File: config.mk
export PLATFORM = sky130hd
export DESIGN_NAME = dle_byte_stuffing_escaper
export DESIGN_NICKNAME = d
export VERILOG_FILES = /design/src/rtl/dbse_pkg.sv /design/src/rtl/dbse_in_stage.sv /design/src/rtl/dbse_core.sv /design/src/rtl/dbse_out_queue.sv /design/src/rtl/dle_byte_stuffing_escaper.sv
export SDC_FILE = /design/constraint.sdc
export NUM_CORES = 1
export LEC_CHECK = 0
export ABC_AREA = 0
export CAP_MARGIN = 20
export CORE_AREA = 2 2 102 104
export DETAILED_ROUTE_END_ITERATION = 16
export DIE_AREA = 0 0 104 106
export DONT_BUFFER_PORTS = 1
export GPL_ROUTABILITY_DRIVEN = 0
export GPL_TIMING_DRIVEN = 0
export PLACE_DENSITY = 0.63
export SETUP_SLACK_MARGIN = 0.05
export SLEW_MARGIN = 15
export SYNTH_ARGS = -nofsm -noshare
export SYNTH_HDL_FRONTEND = slang
export SYNTH_HIERARCHICAL = 1
export SYNTH_SLANG_ARGS = --single-unit
File: constraint.sdc
create_clock -name clk -period 10.2 [get_ports clk]
set_input_delay 2.04 -clock clk [delete_from_list [all_inputs] [get_ports clk]]
set_output_delay 2.04 -clock clk [all_outputs]
set_load 0.005 [all_outputs]
File: src/rtl/dbse_pkg.sv
`timescale 1ns / 1ps
// ----------------------------------------------------------------------------
// dbse_pkg
// Shared types and constants of the DLE byte-stuffing escaper.
// ----------------------------------------------------------------------------
package dbse_pkg;

	localparam int BUF_BYTES_DEF = 128;
	localparam int MASK_W        = 32;
	localparam int BYTE_W        = 8;
	localparam int COUNT_W       = 8;

	localparam logic [BYTE_W-1:0] DLE_CODE = 8'h10;

	typedef enum logic {
		OP_DATA  = 1'b0,
		OP_FLUSH = 1'b1
	} opcode_t;

	typedef struct packed {
		opcode_t             opcode;
		logic [BYTE_W-1:0]   data_byte;
		logic                end_of_string;
	} in_item_t;

	typedef struct packed {
		logic [BYTE_W-1:0]   out_byte;
		logic                out_valid;
		logic                run_last;
		logic                rejected;
		logic [COUNT_W-1:0]  accepted_count;
	} out_item_t;

	// one or two results produced by a single input transaction
	typedef struct packed {
		logic      two;
		out_item_t first;
		out_item_t second;
	} res_pair_t;

endpackage

File: src/rtl/dbse_in_stage.sv
`timescale 1ns / 1ps
// ----------------------------------------------------------------------------
// dbse_in_stage
// Input register: holds one accepted item until the core takes it.
// ----------------------------------------------------------------------------
module dbse_in_stage (
	input  logic              clk,
	input  logic              arst_n,
	input  logic              in_valid,
	output logic              in_stall,
	input  dbse_pkg::in_item_t in_item,
	input  logic              take,
	output logic              valid_s1,
	output dbse_pkg::in_item_t item_s1
);
	import dbse_pkg::*;

	logic load;

	assign in_stall = valid_s1 && !take;
	assign load     = in_valid && !in_stall;

	always_ff @(posedge clk or negedge arst_n) begin
		if (!arst_n) begin
			valid_s1 <= 1'b0;
		end else if (load) begin
			valid_s1 <= 1'b1;
		end else if (take) begin
			valid_s1 <= 1'b0;
		end
	end

	always_ff @(posedge clk) begin
		if (load) begin
			item_s1 <= in_item;
		end
	end

endmodule

File: src/rtl/dbse_core.sv
`timescale 1ns / 1ps
// ----------------------------------------------------------------------------
// dbse_core
// Escape decision, buffer fill check and string state; produces the results
// of one item in a single pass.
// ----------------------------------------------------------------------------
module dbse_core #(
	parameter int BUF_BYTES = dbse_pkg::BUF_BYTES_DEF
) (
	input  logic                        clk,
	input  logic                        arst_n,
	input  logic                        cfg_we,
	input  logic [dbse_pkg::MASK_W-1:0] cfg_wdata,
	input  logic                        take,
	input  dbse_pkg::in_item_t          item_s1,
	output dbse_pkg::res_pair_t         pair
);
	import dbse_pkg::*;

	localparam int FW = $clog2(BUF_BYTES);
	localparam logic [FW:0] LIMIT = (FW+1)'(BUF_BYTES - 1);

	logic [MASK_W-1:0]  style_mask_q;
	logic [FW-1:0]      fill_q;
	logic               stopped_q;
	logic [COUNT_W-1:0] count_q;

	logic [BYTE_W-1:0]  folded;
	logic               esc;
	logic [FW:0]        need;
	logic               over;
	logic               reject;
	logic [COUNT_W-1:0] count_inc;
	logic               is_flush;

	// DEL and 0xff fold onto BS and NUL before the mask lookup
	always_comb begin
		unique case (item_s1.data_byte)
			8'h7f:   folded = 8'h08;
			8'hff:   folded = 8'h00;
			default: folded = item_s1.data_byte;
		endcase
	end

	assign esc       = (folded < 8'h20) && style_mask_q[folded[4:0]];
	assign need      = esc ? (FW+1)'(2) : (FW+1)'(1);
	assign over      = ({1'b0, fill_q} + need) >= LIMIT;
	assign reject    = stopped_q || over;
	assign count_inc = (count_q == '1) ? count_q : count_q + COUNT_W'(1);
	assign is_flush  = (item_s1.opcode == OP_FLUSH);

	always_comb begin
		pair.two                   = 1'b0;
		pair.first.out_byte        = '0;
		pair.first.out_valid       = 1'b0;
		pair.first.run_last        = 1'b1;
		pair.first.rejected        = 1'b0;
		pair.first.accepted_count  = count_q;
		if (!is_flush) begin
			if (reject) begin
				pair.first.rejected = 1'b1;
			end else begin
				pair.first.accepted_count = count_inc;
				pair.first.out_valid      = 1'b1;
				if (esc) begin
					pair.two               = 1'b1;
					pair.first.out_byte    = DLE_CODE;
					pair.first.run_last    = 1'b0;
				end else begin
					pair.first.out_byte    = item_s1.data_byte;
				end
			end
		end
		pair.second                = pair.first;
		pair.second.out_byte       = item_s1.data_byte ^ 8'h40;
		pair.second.run_last       = 1'b1;
	end

	always_ff @(posedge clk or negedge arst_n) begin
		if (!arst_n) begin
			style_mask_q <= '0;
		end else if (cfg_we) begin
			style_mask_q <= cfg_wdata;
		end
	end

	always_ff @(posedge clk or negedge arst_n) begin
		if (!arst_n) begin
			fill_q    <= '0;
			stopped_q <= 1'b0;
			count_q   <= '0;
		end else if (take) begin
			if (is_flush) begin
				fill_q <= '0;
			end else begin
				if (!reject) begin
					fill_q <= fill_q + need[FW-1:0];
				end
				// end of string wins over the string updates
				priority if (item_s1.end_of_string) begin
					stopped_q <= 1'b0;
					count_q   <= '0;
				end else if (reject) begin
					stopped_q <= 1'b1;
				end else begin
					count_q <= count_inc;
				end
			end
		end
	end

endmodule

File: src/rtl/dbse_out_queue.sv
`timescale 1ns / 1ps
// ----------------------------------------------------------------------------
// dbse_out_queue
// Two-slot result register: loads a result pair and hands the results out
// one per transaction.
// ----------------------------------------------------------------------------
module dbse_out_queue (
	input  logic                clk,
	input  logic                arst_n,
	input  logic                load,
	input  dbse_pkg::res_pair_t pair,
	output logic                room,
	output logic                out_valid,
	input  logic                out_stall,
	output dbse_pkg::out_item_t out_item
);
	import dbse_pkg::*;

	logic [1:0] cnt_q;
	out_item_t  slot0_q;
	out_item_t  slot1_q;
	logic       pop;

	assign out_valid = (cnt_q != 2'd0);
	assign out_item  = slot0_q;
	assign pop       = out_valid && !out_stall;
	// a new pair only goes in once the queue is, or is about to be, empty
	assign room      = (cnt_q == 2'd0) || ((cnt_q == 2'd1) && pop);

	always_ff @(posedge clk or negedge arst_n) begin
		if (!arst_n) begin
			cnt_q <= 2'd0;
		end else if (load) begin
			cnt_q <= pair.two ? 2'd2 : 2'd1;
		end else if (pop) begin
			cnt_q <= cnt_q - 2'd1;
		end
	end

	always_ff @(posedge clk) begin
		if (load) begin
			slot0_q <= pair.first;
			slot1_q <= pair.second;
		end else if (pop) begin
			slot0_q <= slot1_q;
		end
	end

endmodule

File: src/rtl/dle_byte_stuffing_escaper.sv
`timescale 1ns / 1ps
// ----------------------------------------------------------------------------
// dle_byte_stuffing_escaper
// DLE byte stuffing of a string stream into a bounded output buffer.
// ----------------------------------------------------------------------------
// Input channel (in_valid / in_stall / in_item): data bytes, end-of-string
// marks and flush commands; a transaction completes when in_valid is high
// and in_stall low. Output channel (out_valid / out_stall / out_item): one
// result per transaction, an escaped byte gives a DLE result followed by
// the payload result, everything else gives exactly one result.
// An item passes the input register, then the result register, before its
// first result is on out_item. Throughput: one item per cycle for plain,
// rejected and flush items while the receiver does not stall; an escaped
// byte gives two results, and the next item is taken only as the second
// of them leaves the result register. The user must write style_mask
// through cfg_we / cfg_wdata only while the block is idle; the block
// itself does not enforce this. Reset clears the mask, the fill level,
// the string count and the stop flag and empties both registers. When the
// receiver stalls, the result holds, the input register fills and in_stall
// then rises until room returns.
// ----------------------------------------------------------------------------
module dle_byte_stuffing_escaper #(
	parameter int BUF_BYTES = dbse_pkg::BUF_BYTES_DEF
) (
	input  logic                        clk,
	input  logic                        arst_n,
	input  logic                        cfg_we,
	input  logic [dbse_pkg::MASK_W-1:0] cfg_wdata,
	input  logic                        in_valid,
	output logic                        in_stall,
	input  dbse_pkg::in_item_t          in_item,
	output logic                        out_valid,
	input  logic                        out_stall,
	output dbse_pkg::out_item_t         out_item
);
	import dbse_pkg::*;

	logic      valid_s1;
	in_item_t  item_s1;
	logic      room;
	logic      take;
	res_pair_t pair;

	assign take = valid_s1 && room;

	dbse_in_stage u_in (
		.clk      (clk),
		.arst_n   (arst_n),
		.in_valid (in_valid),
		.in_stall (in_stall),
		.in_item  (in_item),
		.take     (take),
		.valid_s1 (valid_s1),
		.item_s1  (item_s1)
	);

	dbse_core #(
		.BUF_BYTES (BUF_BYTES)
	) u_core (
		.clk       (clk),
		.arst_n    (arst_n),
		.cfg_we    (cfg_we),
		.cfg_wdata (cfg_wdata),
		.take      (take),
		.item_s1   (item_s1),
		.pair      (pair)
	);

	dbse_out_queue u_out (
		.clk       (clk),
		.arst_n    (arst_n),
		.load      (take),
		.pair      (pair),
		.room      (room),
		.out_valid (out_valid),
		.out_stall (out_stall),
		.out_item  (out_item)
	);

endmodule

==> impl_results.md <==
- Synth Register Bits: 99
- YS warnings: 6
- Power Dens Cells: 243 nW/um2
- Max Cap Viol: 0
- Synth cell count leaders: mux2_2 (52), dfrtp_1 (51), edfxtp_1 (48)
- Worst Setup Start Kind: primary input
- Most common cell in the netlist: mux2_2
- GRT overflow: 0
- Top cell type's share of synthesized area: 28.7%
- Most used DFF post-synth: dfrtp_1
- Setup violations, final: 0
- Wire per inst: 17.5 um
- Pre-antenna DRT Iters: 5
- Vias per cell: 5.67
- R2r endpoint: u_out/out_item[6]
- Status: complete, no violations
- Row cnt: 37
- Port buffer count: 0
- CTS tree: done
- Synth top area cells: edfxtp_1 (29%), dfrtp_1 (25%), mux2_2 (12%)
- Post-synthesis sequential area ratio: 54.1%
- H-tree depth: 3
- Die area: 11000 um2
- CP Capture Type: output pin
- Iteration-0 DRC Markers: 241
- CP Class: primary input to output pin
- Critical path buffers and inverters: 1
- Flop2flop setup slack: 5.35 ns
- EDFF count, synth: 48
- R2R cell count: 18
- Worst path slowest cell: and2_2
- FF-to-FF Start: u_in/item_s1[1]
- Required time of the critical path: 8.16 ns
- DIE HEIGHT: 106 um
- Pins over their slew limit: 0
- Initial antenna violation count: 0
- First-pass GRT wire length: 16.6 mm
- Vias in the first global route: 3262
- Hold crit path type: flop to flop
- Max FO, Critical Path: 32
- Layout cell share with drive strength beyond 1: 28.0%
- Fill cell count: 891
- Arr. time, crit path: 3.12 ns
- Via count: 3245
- Num CTS Buffers: 9
- Mapped Nets: 473
- Reg clk slew, reported paths: 0.09 ns
- Multi-input gate area: 1950 um2
- CP delay by family, top: simple AND/OR/NAND/NOR gates
- Worst-case clock buffer depth: 2
- Slowest stage delay, CP: 0.63 ns
- GRT Total Usage: 19.1%
- CTS Sinks: 99
- Area Overhead vs Synth: 7.97%
- Post-cts repair resize count: 0
- DPL Wire Length: 7.00 mm
- Maximum clock frequency: 0.194 GHz
- Setup Total Neg Slack: 0 ns
- Register area: 2720 um2
- Leakage power: 2.16 nW
- Final nets: 484
- Fin crit period: 5.16 ns
- Post-Synthesis Cells: 420
- RSZ-0062 raised after global routing: false
- Maximum vdd drop: 0.0953 mV
- Biggest area consumer among synthesized cells: edfxtp_1
- Die width: 104 um
- Pin count of the biggest net entering global routing: 52
- Num ports: 68
- Relative slew slack: 52.2%
- Setup crit start: out_stall
- ANT nets after route: 0
- CP endpoint: in_stall
- Total Wirelength: 10.0 mm
- Post-CTS setup buffer count: 0
- Cell Area, Synth: 5020 um2
- Syn avg cell area: 12.0 um2
- Synth cell types: 70
- Layout Skew: 0.00682 ns
- Total Power: 1.32 mW
- Post-route clock period utilization: 50.6%
- Share of flip-flops with an asynchronous set or reset: 51.5%
- Cells along the critical path: o21ai_0 > and2_2 > nand2b_4 > inv_1
- DRC viols: 0
- Initial Utilization: 50.3%
- Stages on worst setup path: 4
- Hold Fails Final Rpt: 0
- Diodes inserted: 0
- Post-CTS Hold Buffers: 0
- Core area: 10000 um2
- Worst skew pair latency: 0.37 ns
- Slew @ Worst Pin: 0.716 ns
- Clk root buf: clkbuf_8
## cell families (layout without fill, tap and decap cells)
family,count (synthesis),in the layout,share of synthesized area [%]
AOI/OAI and AO/OA,77,77,11.7
xor gates and xnor gates,6,6,1.05
adders and majority gates,6,6,1.64
buffers and inverters,69,85,7.22
DFF,99,99,54.1
muxes,58,58,13.1
other,1,1,0.0746
and+or+nand+nor,104,104,11.1
## worst min-delay path by stage
stage                                 start                 endpoint  slack (ns)  cells after the start
floorplan           u_core/style_mask_q[23]  u_core/style_mask_q[23]        0.47                      1
global placement    u_core/style_mask_q[23]  u_core/style_mask_q[23]        0.48                      1
detailed placement  u_core/style_mask_q[23]  u_core/style_mask_q[23]        0.49                      1
CTS                 u_core/style_mask_q[23]  u_core/style_mask_q[23]        0.52                      1
global route        u_core/style_mask_q[21]  u_core/style_mask_q[21]        0.53                      1
finish              u_core/style_mask_q[21]  u_core/style_mask_q[21]        0.51                      1
## flip-flops by register name, indices dropped and copies added, names as in the netlist
signal               cells
u_core/count_q           8
u_out/slot1_q           19
u_out/out_item          19
u_core/stopped_q         1
u_in/valid_s1            1
u_in/item_s1            10
u_core/fill_q            7
u_core/style_mask_q     32
u_out/cnt_q              2
## cells in the final DEF (no fill, tap or decap), types with 13 or more instances in the layout
cell type,count
nor2_1,15
o21ai_0,13
mux2_2,52
nand2_1,30
inv_1,24
buf_4,22
edfxtp_1,48
dfrtp_1,51
## per-layer routing
metal,track usage (%),vias up,part of all wire [%]
li1,-,1563,-
met1,25.1,1579,45
met2,30.2,87,48
met3,4.17,16,5.1
met4,9.36,0,2.4
met5,0,-,0
## final cells by class
class                      instances  area share, %
inverter                          24           1.66
clock inverter                     4          0.969
tap                              136           3.14
multi-input combinational        252           35.9
buffer                            45           5.03
sequential                        99           50.1
clock buffer                      12           3.25
## metrics by stage
step                cell area (um2)  hold slack, ns  cells  worst slack, ns  utilization [%]
floorplan                      5020           0.473    420             4.96                -
global placement               5190           0.483    556             4.55             52.0
detailed placement             5200           0.495    556             5.04             52.0
CTS                            5430           0.518    572             5.02             54.3
global route                   5430           0.532    572             4.93             54.3
finish                         5430           0.512    572             5.04             54.3
## power by group
group          switching [mW]  internal, mW
clock network           0.140         0.143
registers              0.0651         0.574
logic                   0.223         0.174
Power figures use the tool's default switching activity.
